$ cat src/assert_macros.svh
// assertion macros used by the top-level rtl file
`ifndef ASSERT_MACROS_SVH
`define ASSERT_MACROS_SVH

// implication checked every clock, off during reset
`define ASSERT_IMP(label, clk, rst_n, ante, cons) \
    label: assert property (@(posedge clk) disable iff (!rst_n) (ante) |-> (cons)) \
        else $error("assertion failed");

// next-cycle implication checked every clock, off during reset
`define ASSERT_NEXT(label, clk, rst_n, ante, cons) \
    label: assert property (@(posedge clk) disable iff (!rst_n) (ante) |=> (cons)) \
        else $error("assertion failed");

`endif

$ cat src/trs_pkg.sv
// types, constants and helpers for the interpolated trs matrix block
package trs_pkg;

    localparam int TRANSLATION_WIDTH = 32;
    localparam int TW = TRANSLATION_WIDTH;

    localparam int ROT_W   = 34;
    localparam int MUL_A_W = (TW + 1 > ROT_W) ? TW + 1 : ROT_W;
    localparam int MUL_B_W = 24;
    localparam int MUL_P_W = MUL_A_W + MUL_B_W;

    localparam int BLEND_SHIFT = 15;
    localparam int ENT_SHIFT   = 30;

    localparam logic [15:0] ALPHA_ONE = 16'd32768;

    localparam logic CMD_PUSH = 1'b0;
    localparam logic CMD_EVAL = 1'b1;

    localparam logic [1:0] S_IDLE = 2'd0;
    localparam logic [1:0] S_BUSY = 2'd1;
    localparam logic [1:0] S_HOLD = 2'd2;

    localparam int STEP_W = 5;
    localparam logic [STEP_W-1:0] STEP_QBLEND = 5'd0;
    localparam logic [STEP_W-1:0] STEP_SBLEND = 5'd4;
    localparam logic [STEP_W-1:0] STEP_TBLEND = 5'd7;
    localparam logic [STEP_W-1:0] STEP_QPROD  = 5'd10;
    localparam logic [STEP_W-1:0] STEP_QEND   = 5'd19;
    localparam logic [STEP_W-1:0] STEP_ROT    = 5'd20;
    localparam logic [STEP_W-1:0] STEP_ENTRY  = 5'd21;
    localparam logic [STEP_W-1:0] STEP_LAST   = 5'd30;

    localparam logic signed [ROT_W-1:0] ONE_Q30 = ROT_W'(1) << 30;
    localparam logic signed [MUL_P_W-1:0] BLEND_HALF = MUL_P_W'(1) << (BLEND_SHIFT - 1);
    localparam logic signed [MUL_P_W-1:0] ENT_HALF = MUL_P_W'(1) << (ENT_SHIFT - 1);
    localparam logic signed [23:0] ENT_MAX = 24'sh7FFFFF;
    localparam logic signed [23:0] ENT_MIN = -24'sh800000;

    // quaternion product operands: yy zz xx xy wz xz wy yz wx
    localparam logic [1:0] QPAIR_A [9] = '{2'd2, 2'd3, 2'd1, 2'd1, 2'd0, 2'd1, 2'd0, 2'd2, 2'd0};
    localparam logic [1:0] QPAIR_B [9] = '{2'd2, 2'd3, 2'd1, 2'd2, 2'd3, 2'd3, 2'd2, 2'd3, 2'd1};

    localparam logic [1:0] ENTRY_COL [9] = '{2'd0, 2'd1, 2'd2, 2'd0, 2'd1, 2'd2, 2'd0, 2'd1, 2'd2};

    typedef struct packed {
        logic [2:0][TW-1:0] trans;
        logic [3:0][15:0]   quat;
        logic [2:0][23:0]   scale;
    } t_snap;

    function automatic logic [15:0] sat_alpha(logic [15:0] a);
        return (a > ALPHA_ONE) ? ALPHA_ONE : a;
    endfunction

    function automatic logic [TW-1:0] fit_trans(logic [31:0] v);
        logic signed [63:0] e;
        e = 64'($signed(v));
        return e[TW-1:0];
    endfunction

    function automatic logic [31:0] trans_out(logic [TW-1:0] t);
        logic signed [63:0] e;
        e = 64'($signed(t));
        return e[31:0];
    endfunction

endpackage

$ cat src/trs_mul.sv
// shared signed multiplier with registered product
module trs_mul import trs_pkg::*; (
    input  logic                      i_clk,
    input  logic signed [MUL_A_W-1:0] i_a,
    input  logic signed [MUL_B_W-1:0] i_b,
    output logic signed [MUL_P_W-1:0] o_prod
);

    logic signed [MUL_P_W-1:0] r_prod;

    always_ff @(posedge i_clk) begin
        r_prod <= i_a * i_b;
    end

    assign o_prod = r_prod;

endmodule

$ cat config.mk
export PLATFORM = sky130hd
export DESIGN_NAME = trs_mul
export DESIGN_NICKNAME = d
export VERILOG_FILES = /design/src/assert_macros.svh /design/src/trs_pkg.sv /design/src/trs_mul.sv
export SDC_FILE = /design/constraint.sdc
export NUM_CORES = 2
export LEC_CHECK = 0
export BUFFER_PORTS_ARGS = -buffer_cell sky130_fd_sc_hd__buf_2
export CAP_MARGIN = 10
export CORE_ASPECT_RATIO = 1.5
export CORE_MARGIN = 10
export CORE_UTILIZATION = 45
export CTS_CLUSTER_DIAMETER = 50
export DETAILED_ROUTE_END_ITERATION = 7
export GPL_TIMING_DRIVEN = 1
export MAX_ROUTING_LAYER = met4
export PLACE_DENSITY_LB_ADDON = 0.25
export SLEW_MARGIN = 20
export SYNTH_ARGS = -nofsm -noshare
export SYNTH_HDL_FRONTEND = slang
export SYNTH_SLANG_ARGS = --single-unit
$ cat constraint.sdc
create_clock -name i_clk -period 12.4 [get_ports i_clk]
set_input_delay 2.48 -clock i_clk [delete_from_list [all_inputs] [get_ports i_clk]]
set_output_delay 2.48 -clock i_clk [all_outputs]
set_load 0.02 [all_outputs]
* Yosys cells after proc, flatten, opt, wreduce, memory -nomap -nowiden
Index checks and enable logic that the tools add are counted.
W data, S select, Z words.
** Operators by class
- Multiply operators :: 1
** Operators by type and width (number)
- $mul A34 B24 Y58 :: 1
** Storage, ports and cells
- Logic and storage cells :: 2
- Input port bits :: 59
- Register bits :: 58

* Logic depth before layout (Yosys ltp)
- Depth in word-level cells :: 1
- Mapped depth :: 27
- Depth with buffers taken out :: 25

* Least setup slack after synthesis
Ideal clock, no wire load.
- Path kind :: input port to flip-flop
- Start point :: input i_a[33]
- End point :: register r_prod[56], in the netlist o_prod[56]
- Setup slack :: 2669 ps
- Setup time :: 134 ps
- Data arrival time :: 9597 ps
- Stages on the path :: 21
- Cells stage by stage :: clkbuf_1 > nand2_1 > inv_1 > fa_1 > fa_1 > inv_1 > fa_1 > inv_1 > fa_1 > fa_1 > fa_1 > fa_1 > ha_1 > a21o_2 > a21o_1 > a21o_1 > or2_2 > or4b_1 > o211a_1 > mux2i_1 > or4_1
** Between the ends
- Cells in the longest elaborated chain, start to end :: 1
** Ends and longest elaborated chain
- start, declared :: RTL line trs_mul.sv:4 : input logic signed [MUL_A_W-1:0] i_a,
- $mul A34 B24 Y58 :: RTL line trs_mul.sv:12 : r_prod <= i_a * i_b;
- end signal, assigned :: RTL line trs_mul.sv:12
- end, declared :: RTL line trs_mul.sv:9 : logic signed [MUL_P_W-1:0] r_prod;
No other way between the ends.

* Final worst setup path
- Start point :: input i_b[0]
- End point :: register r_prod[56], in the netlist o_prod[56]
** Between the ends
- Cells in the longest elaborated chain, start to end :: 1
** Ends and longest elaborated chain
- start, declared :: RTL line trs_mul.sv:5 : input logic signed [MUL_B_W-1:0] i_b,
- $mul A34 B24 Y58 :: RTL line trs_mul.sv:12
No other way between the ends.

==> impl_metrics.tcl <==
set metrics [dict create \
    outcome "complete, no violations" \
    cts_root_buf "clkbuf_16" \
    synth-adder-area-share 0.6231 \
    postRouteAntennaNets 0 \
    slew_viol_final 0 \
    grt_pass1_vias 23830 \
    synth_compound_area_frac 0.03889 \
    clkTransAtPathRegs_ps 60 \
    area_growth_pct 4.666 \
    wl_mm 83.93 \
    die_h_um 334.4 \
    numCtsBuffers 9 \
    post_synth_num_cell_types 65 \
    holdPathStages 2 \
    finalSetupViolCount 0 \
    async_flop_share 0 \
    grt_pass1_wl_mm 132.0 \
    hold_ws_ps 2727 \
    num-nets-final 4176 \
    final_common_cell "fa_1" \
    synth_xor_area_frac 0.01919 \
    clockBufferDepth 2 \
    cts_tree "built" \
    h-tree-depth 3 \
    cts_resized 0 \
    post_cts.repair.setup_buffers 0 \
    yosys.area_share.simple 0.1567 \
    rows 115 \
    finalWorstSetupSlack_ps 2243 \
    synth_fp_nets 4212 \
    largest_register_ffs 58 \
    start_util 0.4531 \
    rsz0062_at_grt "no" \
    syn_area_per_cell_um2 9.351 \
    ys.flop_type "dfxtp_1" \
    crit_fanout 34 \
    ys_ff_latch 58 \
    syn_area_um2 29660 \
    core_area_um2 65470 \
    mostFrequentLayoutCells "fa_1, inv_1, nand2_1" \
    worst_pin_slew_ps 970.1 \
    grt_max_degree 35 \
    arrival_ps 10370 \
    die_w_um 229.6 \
    synthCells 3172 \
    num-fill-cells 6337 \
    holdBufCountCts 0 \
    hold_viol_final 0 \
    max-cap-violations 0 \
    first_iter_violations 1034 \
    max_slew_margin 0.3366 \
    track_usage 0.2318 \
    synthMuxAreaShare 0.0003375 \
    synth_edf_count 0 \
    yosysSeqAreaShare 0.03915 \
    period_share 0.8191 \
    vias_per_cell 5.228 \
    drc 0 \
    dieArea_um2 76790 \
    fmax_mhz 98.45 \
    end_kind "flip-flop" \
    cp_data_required_time_ps 12610 \
    hpwlAfterDp_mm 67.94 \
    tns_ps 0 \
    gp_congestion 0.8892 \
    via_count 21040 \
    post-route-min-period_ps 10160 \
    antenna_found_initial 6 \
    dp_slack_ps 1935 \
    grt_overflow 0 \
    wire_per_inst_um 20.86 \
    synth_top_family_by_area "adder cells" \
    start_kind "input port" \
    yosysWarnings 0 \
    firstDrtPassIters 5 \
    clock-sinks 58 \
    drive_gt1_frac 0.04839 \
    port-buffer-count 116 \
    worst_hold_path_type "in -> reg" \
    num_io_pins 117 \
    worstSetupPathType "in -> reg" \
]
[metal layers]
metal	vias to the layer above	track usage	share of wire
met5	-	-	0
met4	0	0.1464	0.079
met3	257	0.02189	0.037
met2	634	0.4325	0.56
met1	11160	0.2268	0.32
li1	8984	-	-
[final timing paths]
check               from          to
setup / recovery  i_b[0]  o_prod[56]
hold / removal    i_b[0]   o_prod[0]
[cells in the mapped netlist, drive strengths merged (5+ instances only)]
master,number,area [um^2]
o21a,6,45.04
and2,385,2409
clkbuf,148,555.5
dfxtp,58,1161
nor2,47,176.4
buf,16,90.08
a21oi,64,320.3
ha,154,1927
o21ai,30,153.9
nor3,9,55.05
nand2,436,1637
nand3,12,60.06
a31oi,5,37.53
xnor2,49,429.2
inv,797,2992
a211oi,5,42.54
a21o,21,162.7
nand4,10,62.56
o211ai,5,37.54
fa,827,16560
xor2,16,140.1
nand2b,7,43.79
o21bai,10,75.07
[worst max-delay path, stage by stage]
cell	delay (ps)
buf_2	480
nand2_1	190
inv_1	170
fa_1	550
fa_1	700
inv_1	200
fa_1	590
inv_1	370
fa_1	520
fa_1	560
fa_1	430
fa_1	450
ha_1	360
a21o_2	250
a21o_1	170
a21o_1	200
or2_2	310
or4b_1	470
o211a_1	240
mux2i_1	120
or4_1	520
[metrics by stage]
stage / instances / instance area, um^2 / util
after floorplan: 3172 / 29660 / -
final: 4024 / 31040 / 0.4742
after global routing: 4024 / 31040 / 0.4742
after CTS: 4018 / 31030 / 0.4740
after global placement: 4002 / 30700 / 0.4689
after detailed placement: 4002 / 30700 / 0.4689
[logic make-up (layout without fill, tap and decap cells)]
group	after synthesis	in the layout
AOI/OAI and AO/OA	173	173
xor gates and xnor gates	65	65
adders and majority gates	981	981
buffers and inverters	961	930
DFF	58	58
muxes	1	1
other	0	6
and+or+nand+nor	933	933
[area by class of cell]
type / instances / area (um^2) / area share
multi-input cells: 2153 / 24860 / 0.8009
inverters: 797 / 2992 / 0.09636
flip-flops and latches: 58 / 1161 / 0.03740
well taps: 877 / 1097 / 0.03535
repair buffers: 117 / 588.1 / 0.01894
clock buffers: 10 / 239.0 / 0.007698
clock inverters: 6 / 90.09 / 0.002902
diodes: 6 / 15.01 / 0.0004836
Power is left out: the tool's default activity adds up to more than one toggle a clock period on the data nets, which glitch-free logic cannot reach.
