File: src/assert_macros.svh
// assertion macros used by the top-level rtl file
`ifndef ASSERT_MACROS_SVH
`define ASSERT_MACROS_SVH

// implication checked every clock, off during reset
`define ASSERT_IMP(label, clk, rst_n, ante, cons) \
    label: assert property (@(posedge clk) disable iff (!rst_n) (ante) |-> (cons)) \
        else $error("assertion failed");

// next-cycle implication checked every clock, off during reset
`define ASSERT_NEXT(label, clk, rst_n, ante, cons) \
    label: assert property (@(posedge clk) disable iff (!rst_n) (ante) |=> (cons)) \
        else $error("assertion failed");

`endif

File: src/trs_pkg.sv
// types, constants and helpers for the interpolated trs matrix block
package trs_pkg;

    localparam int TRANSLATION_WIDTH = 32;
    localparam int TW = TRANSLATION_WIDTH;

    localparam int ROT_W   = 34;
    localparam int MUL_A_W = (TW + 1 > ROT_W) ? TW + 1 : ROT_W;
    localparam int MUL_B_W = 24;
    localparam int MUL_P_W = MUL_A_W + MUL_B_W;

    localparam int BLEND_SHIFT = 15;
    localparam int ENT_SHIFT   = 30;

    localparam logic [15:0] ALPHA_ONE = 16'd32768;

    localparam logic CMD_PUSH = 1'b0;
    localparam logic CMD_EVAL = 1'b1;

    localparam logic [1:0] S_IDLE = 2'd0;
    localparam logic [1:0] S_BUSY = 2'd1;
    localparam logic [1:0] S_HOLD = 2'd2;

    localparam int STEP_W = 5;
    localparam logic [STEP_W-1:0] STEP_QBLEND = 5'd0;
    localparam logic [STEP_W-1:0] STEP_SBLEND = 5'd4;
    localparam logic [STEP_W-1:0] STEP_TBLEND = 5'd7;
    localparam logic [STEP_W-1:0] STEP_QPROD  = 5'd10;
    localparam logic [STEP_W-1:0] STEP_QEND   = 5'd19;
    localparam logic [STEP_W-1:0] STEP_ROT    = 5'd20;
    localparam logic [STEP_W-1:0] STEP_ENTRY  = 5'd21;
    localparam logic [STEP_W-1:0] STEP_LAST   = 5'd30;

    localparam logic signed [ROT_W-1:0] ONE_Q30 = ROT_W'(1) << 30;
    localparam logic signed [MUL_P_W-1:0] BLEND_HALF = MUL_P_W'(1) << (BLEND_SHIFT - 1);
    localparam logic signed [MUL_P_W-1:0] ENT_HALF = MUL_P_W'(1) << (ENT_SHIFT - 1);
    localparam logic signed [23:0] ENT_MAX = 24'sh7FFFFF;
    localparam logic signed [23:0] ENT_MIN = -24'sh800000;

    // quaternion product operands: yy zz xx xy wz xz wy yz wx
    localparam logic [1:0] QPAIR_A [9] = '{2'd2, 2'd3, 2'd1, 2'd1, 2'd0, 2'd1, 2'd0, 2'd2, 2'd0};
    localparam logic [1:0] QPAIR_B [9] = '{2'd2, 2'd3, 2'd1, 2'd2, 2'd3, 2'd3, 2'd2, 2'd3, 2'd1};

    localparam logic [1:0] ENTRY_COL [9] = '{2'd0, 2'd1, 2'd2, 2'd0, 2'd1, 2'd2, 2'd0, 2'd1, 2'd2};

    typedef struct packed {
        logic [2:0][TW-1:0] trans;
        logic [3:0][15:0]   quat;
        logic [2:0][23:0]   scale;
    } t_snap;

    function automatic logic [15:0] sat_alpha(logic [15:0] a);
        return (a > ALPHA_ONE) ? ALPHA_ONE : a;
    endfunction

    function automatic logic [TW-1:0] fit_trans(logic [31:0] v);
        logic signed [63:0] e;
        e = 64'($signed(v));
        return e[TW-1:0];
    endfunction

    function automatic logic [31:0] trans_out(logic [TW-1:0] t);
        logic signed [63:0] e;
        e = 64'($signed(t));
        return e[31:0];
    endfunction

endpackage

File: src/trs_store.sv
// previous and current transform snapshot registers
module trs_store import trs_pkg::*; (
    input  logic  i_clk,
    input  logic  i_rst_n,
    input  logic  i_push,
    input  t_snap i_new,
    output t_snap o_cur,
    output t_snap o_prev
);

    t_snap r_cur;
    t_snap r_prev;

    always_ff @(posedge i_clk) begin
        if (!i_rst_n) begin
            r_cur  <= '0;
            r_prev <= '0;
        end else if (i_push) begin
            r_prev <= r_cur;
            r_cur  <= i_new;
        end
    end

    assign o_cur  = r_cur;
    assign o_prev = r_prev;

endmodule

File: config.mk
export PLATFORM = sky130hd
export DESIGN_NAME = trs_store
export DESIGN_NICKNAME = d
export VERILOG_FILES = /design/src/assert_macros.svh /design/src/trs_pkg.sv /design/src/trs_store.sv
export SDC_FILE = /design/constraint.sdc
export NUM_CORES = 1
export LEC_CHECK = 0
export ABC_AREA = 0
export ABC_CLOCK_PERIOD_IN_PS = 1250
export CORE_AREA = 3 3 270 272
export CTS_CLUSTER_DIAMETER = 100
export DETAILED_ROUTE_END_ITERATION = 7
export DIE_AREA = 0 0 273 275
export DONT_BUFFER_PORTS = 1
export GPL_TIMING_DRIVEN = 0
export PLACE_DENSITY_LB_ADDON = 0.12
export SLEW_MARGIN = 20
export SYNTH_ARGS = -nofsm -noshare
export SYNTH_HDL_FRONTEND = slang
export SYNTH_SLANG_ARGS = --single-unit
File: constraint.sdc
create_clock -name i_clk -period 1.25 [get_ports i_clk]
set_clock_uncertainty 0.05 [all_clocks]
set_input_delay 0.25 -clock i_clk [delete_from_list [all_inputs] [get_ports i_clk]]
set_output_delay 0.25 -clock i_clk [all_outputs]
set_load 0.1 [all_outputs]
## After elaboration in Yosys (flattened, before gate mapping)

Cells that the tools add are included.

- Register bits: 464
- Latch bits: 0
- Memory bits (writable): 0
- Bits in read-only memories: 0
- Output and inout bits: 464
- Logic and storage cells: 20
- Memories: 0

- Add/subtract/negate cells: 0
- $mul: 0
- Div/mod/pow operators: 0
- $lt $le $gt $ge: 0
- Equality and inequality tests: 0
- Shift operators: 0
- Multiplexer cells: 0
- Bitwise operators: 0
- Reductions and logical operators: 0

## Longest topological paths before layout

- Word-level depth: 0
- Mapped depth: 5
- Mapped depth without buffers: 2

## Least setup slack after synthesis

Ideal clock, no wire load.

- Path type: register to register
- Start: reg r_cur (netlist bit o_cur[0])
- End: reg r_prev (netlist bit o_prev[0])
- Library setup time: 0.067 ns
- Arrival: 1.223 ns
- Data required time: 1.133 ns
- Setup slack: -0.090 ns
- Stages on the path, launching flop included: 3
- Path buffers: 0
- Clock period less this slack: 1.340 ns
- Cells stage by stage: dfxtp_1 mux2i_1 nor2b_1

RTL lines:

| element | RTL line | text |
|---|---|---|
| from (decl) | trs_store.sv:11 | `t_snap r_cur;` |
| from (signal assigned) | trs_store.sv:20 | `r_cur <= i_new;` |
| to (signal assigned) | trs_store.sv:19 | `r_prev <= r_cur;` |
| to (decl) | trs_store.sv:12 | `t_snap r_prev;` |

## Final worst setup path

- Start: reg r_cur (netlist bit o_cur[119])
- End: out o_cur[119] in the netlist's numbering

RTL lines:

| element | RTL line | text |
|---|---|---|
| to (decl) | trs_store.sv:7 | `output t_snap o_cur,` |

No word-level cell between the ends.

==> key figures <==
Route
  • Detailed router's first-iteration violation count: 291
  • Via count: 11630
  • Initial DRT Pass Iterations: 4
  • Post-detailed-routing wire length: 62.7 mm
  • WL/cell: 22.6 um
  • DRC viols: 0
  • Remaining antenna violation count after routing: 0
  • Vias per cell: 4.20

Status
  • Violations in the final reports: setup timing
  • Status: finished, violations left

Critical path
  • Number of cell instances on the worst register-to-register path: 2
  • Startpoint Class: flop
  • Data arrival time of the critical path: 1200 ps
  • Launch instance of the worst register-to-register path: o_cur[135]
  • Endpoint kind of the worst setup timing path: output pin
  • Worst path required time: 950 ps
  • Type of the worst setup path: reg -> out
  • Worst-case register-to-register setup slack: 260 ps
  • Maximum fanout encountered on the critical timing path: 3
  • Endpoint of the worst-slack reg-to-reg timing path: o_prev[135]

Final layout
  • Count of non-filler cells in the finished layout: 2771
  • Net total in the final layout: 2019
  • Most used cells in the layout excluding fill and tap cells: 464 x sky130_fd_sc_hd__mux2i_1, 464 x sky130_fd_sc_hd__nor2b_1, 464 x sky130_fd_sc_hd__dfxtp_4, 232 x sky130_fd_sc_hd__dlygate4sd3_1, 61 x sky130_fd_sc_hd__clkbuf_1
  • Total of fill cells in the finished design: 7065
  • Layout-stage area growth over the synthesis result: 38.2%
  • Post-layout util: 35.1%
  • Fraction of layout cells with a size suffix above 1: 32.8%

GRT
  • Final global-route overflow total: 0
  • Wire length of the first global-routing pass: 88.4 mm
  • Maximum number of pins on one net before global-route repair: 14
  • Global-route total usage across every layer: 15.9%
  • Number of global-route vias before repair: 12337
  • Initial antenna violation count: 3

Hold path
  • Class of the tightest hold or removal check: in -> reg
  • Start point of the worst hold path: i_push
  • Worst Hold Path EP: o_prev[23]
  • Number of cells on the worst hold path: 4

Floorplan
  • Overall die area: 75100 um2
  • Site row count: 98
  • Overall die height: 275 um
  • Initial Utilization: 25.4%
  • X dimension of the die: 273 um
  • I/O pin count: 699
  • Core outline area: 71000 um2

Timing
  • RSZ-0062 raised after global routing: yes
  • Final setup viols: 464
  • Part of the cycle the worst path needs: 120%
  • Post-Route Hold Slack: 142 ps
  • Final hold viol count: 0
  • Max Slew Vio Count: 0
  • Worst Tran Pin Value: 651 ps
  • Headroom to the max-slew limit: 56.6%
  • Upper clock frequency limit: 665 MHz
  • Final critical delay including setup and external delays: 1500 ps
  • Worst setup margin: -253 ps

Synth
  • Sequential share of the synthesized area: 51.5%
  • Gate count after technology mapping: 1496
  • Number of nets produced by synthesis: 1731
  • Total number of yosys warnings: 0
  • Yosys cell types: 8
  • Number of flip-flops and latches in the synthesized netlist: 464
  • Post-Syn Area: 18000 um2
  • Synthesized area per cell: 12.1 um2

Power
  • Leakage: 9.83 nW
  • Overall Power: 38.9 mW
  • Power per cell area: 1560 nW/um2
  • Peak supply drop: 1020 uV

Placed design
  • IO Port Bufs: 0
  • Setup Slack @ Placement: -432 ps
  • Number of placed instances, taps included: 2446
  • DPL Wire Length: 47.8 mm
  • Routability-driven placement congestion ratio: 0.800

CTS
  • Number of H-tree branching levels: 2
  • Clock Tree Buf Depth: 3
  • TritonCTS buffer count: 54
  • Root Buffer: sky130_fd_sc_hd__clkbuf_16
  • Count of buffers added by post-CTS timing repair for setup: 0
  • Clock network latency to the later pin of the worst-skew pair: 590 ps
  • CTS tree: yes
  • Clk pin slew, worst setup/hold paths: 60 ps
  • Clock sinks: 464

Job
  • Number of violations of the max-capacitance limit: 0
[synthesized netlist by cell type]
master	instances	area (um2)
sky130_fd_sc_hd__dfxtp_1	464	9290
sky130_fd_sc_hd__buf_8	6	90.1
sky130_fd_sc_hd__nor2b_1	464	2900
sky130_fd_sc_hd__buf_12	45	901
sky130_fd_sc_hd__buf_2	6	30.0
sky130_fd_sc_hd__mux2i_1	464	4640
sky130_fd_sc_hd__clkbuf_1	46	173
sky130_fd_sc_hd__buf_6	1	11.3
[metal layers]
metal / wire length [um] / part of all wire (%) / GRT usage (%)
met1: 22100 / 35 / 16.1
met2: 31900 / 51 / 28.8
met3: 7110 / 11 / 7.77
met4: 1640 / 2.6 / 4.56
met5: 13 / 0.021 / 0
[worst max-delay path by stage]
stage	from	endpoint	slack, ps	cells after the start
detailed placement	i_rst_n	o_prev[199]	-430	4
global route	o_cur[119]	o_cur[119]	-320	0
CTS	o_cur[119]	o_cur[119]	-330	0
global placement	i_rst_n	o_cur[47]	-420	4
floorplan	o_prev[0]	o_prev[0]	-60	2
finish	o_cur[119]	o_cur[119]	-250	0
[state kept, by name, indices dropped and copies added, names as in the netlist]
name and cells:
o_prev 232, o_cur 232
[power breakdown]
group          switching (mW)  total (mW)  internal (mW)  leakage, nW
Sequential               5.90        21.0           15.1         4.13
Clock                    6.16        14.8           8.60        0.797
Combinational            1.34        3.14           1.81         4.90
[repair_timing]
| item | in CTS | in global routing |
|---|---|---|
| hold buffers | 232 | 0 |
| gates resized for setup | 465 | 0 |
| setup endpoints to repair | 465 | 464 |
| endpoints found under the hold margin | 232 | 0 |
| gates cloned | 0 | 0 |
[cell type report]
class | count | area, um2 | share of cell area, %
clock inverter | 10 | 68.8 | 0.276
sequential | 464 | 11000 | 44.2
tap | 950 | 1190 | 4.77
buffer | 104 | 1200 | 4.83
timing repair buffer | 232 | 2320 | 9.31
multi-input combinational | 928 | 7550 | 30.3
clock buffer | 80 | 1570 | 6.30
antenna | 3 | 7.51 | 0.0301
[stage by stage]
stage | TNS, ps | instance area [um2]
after floorplan | -60.7 | 18600
after global placement | -114780 | 19800
after detailed placement | -121900 | 19800
after CTS | -110280 | 24900
after global routing | -108020 | 24900
final | -83570 | 24900
[cell families (layout without fill, tap and decap cells)]
group / Yosys count / in the layout / share of synthesized area, %
mux: 464 / 464 / 25.7
flops: 464 / 464 / 51.5
simple gates: 464 / 464 / 16.1
buf+inv: 104 / 426 / 6.68
other cells: 0 / 3 / 0
(Power assumes the default switching activity.)
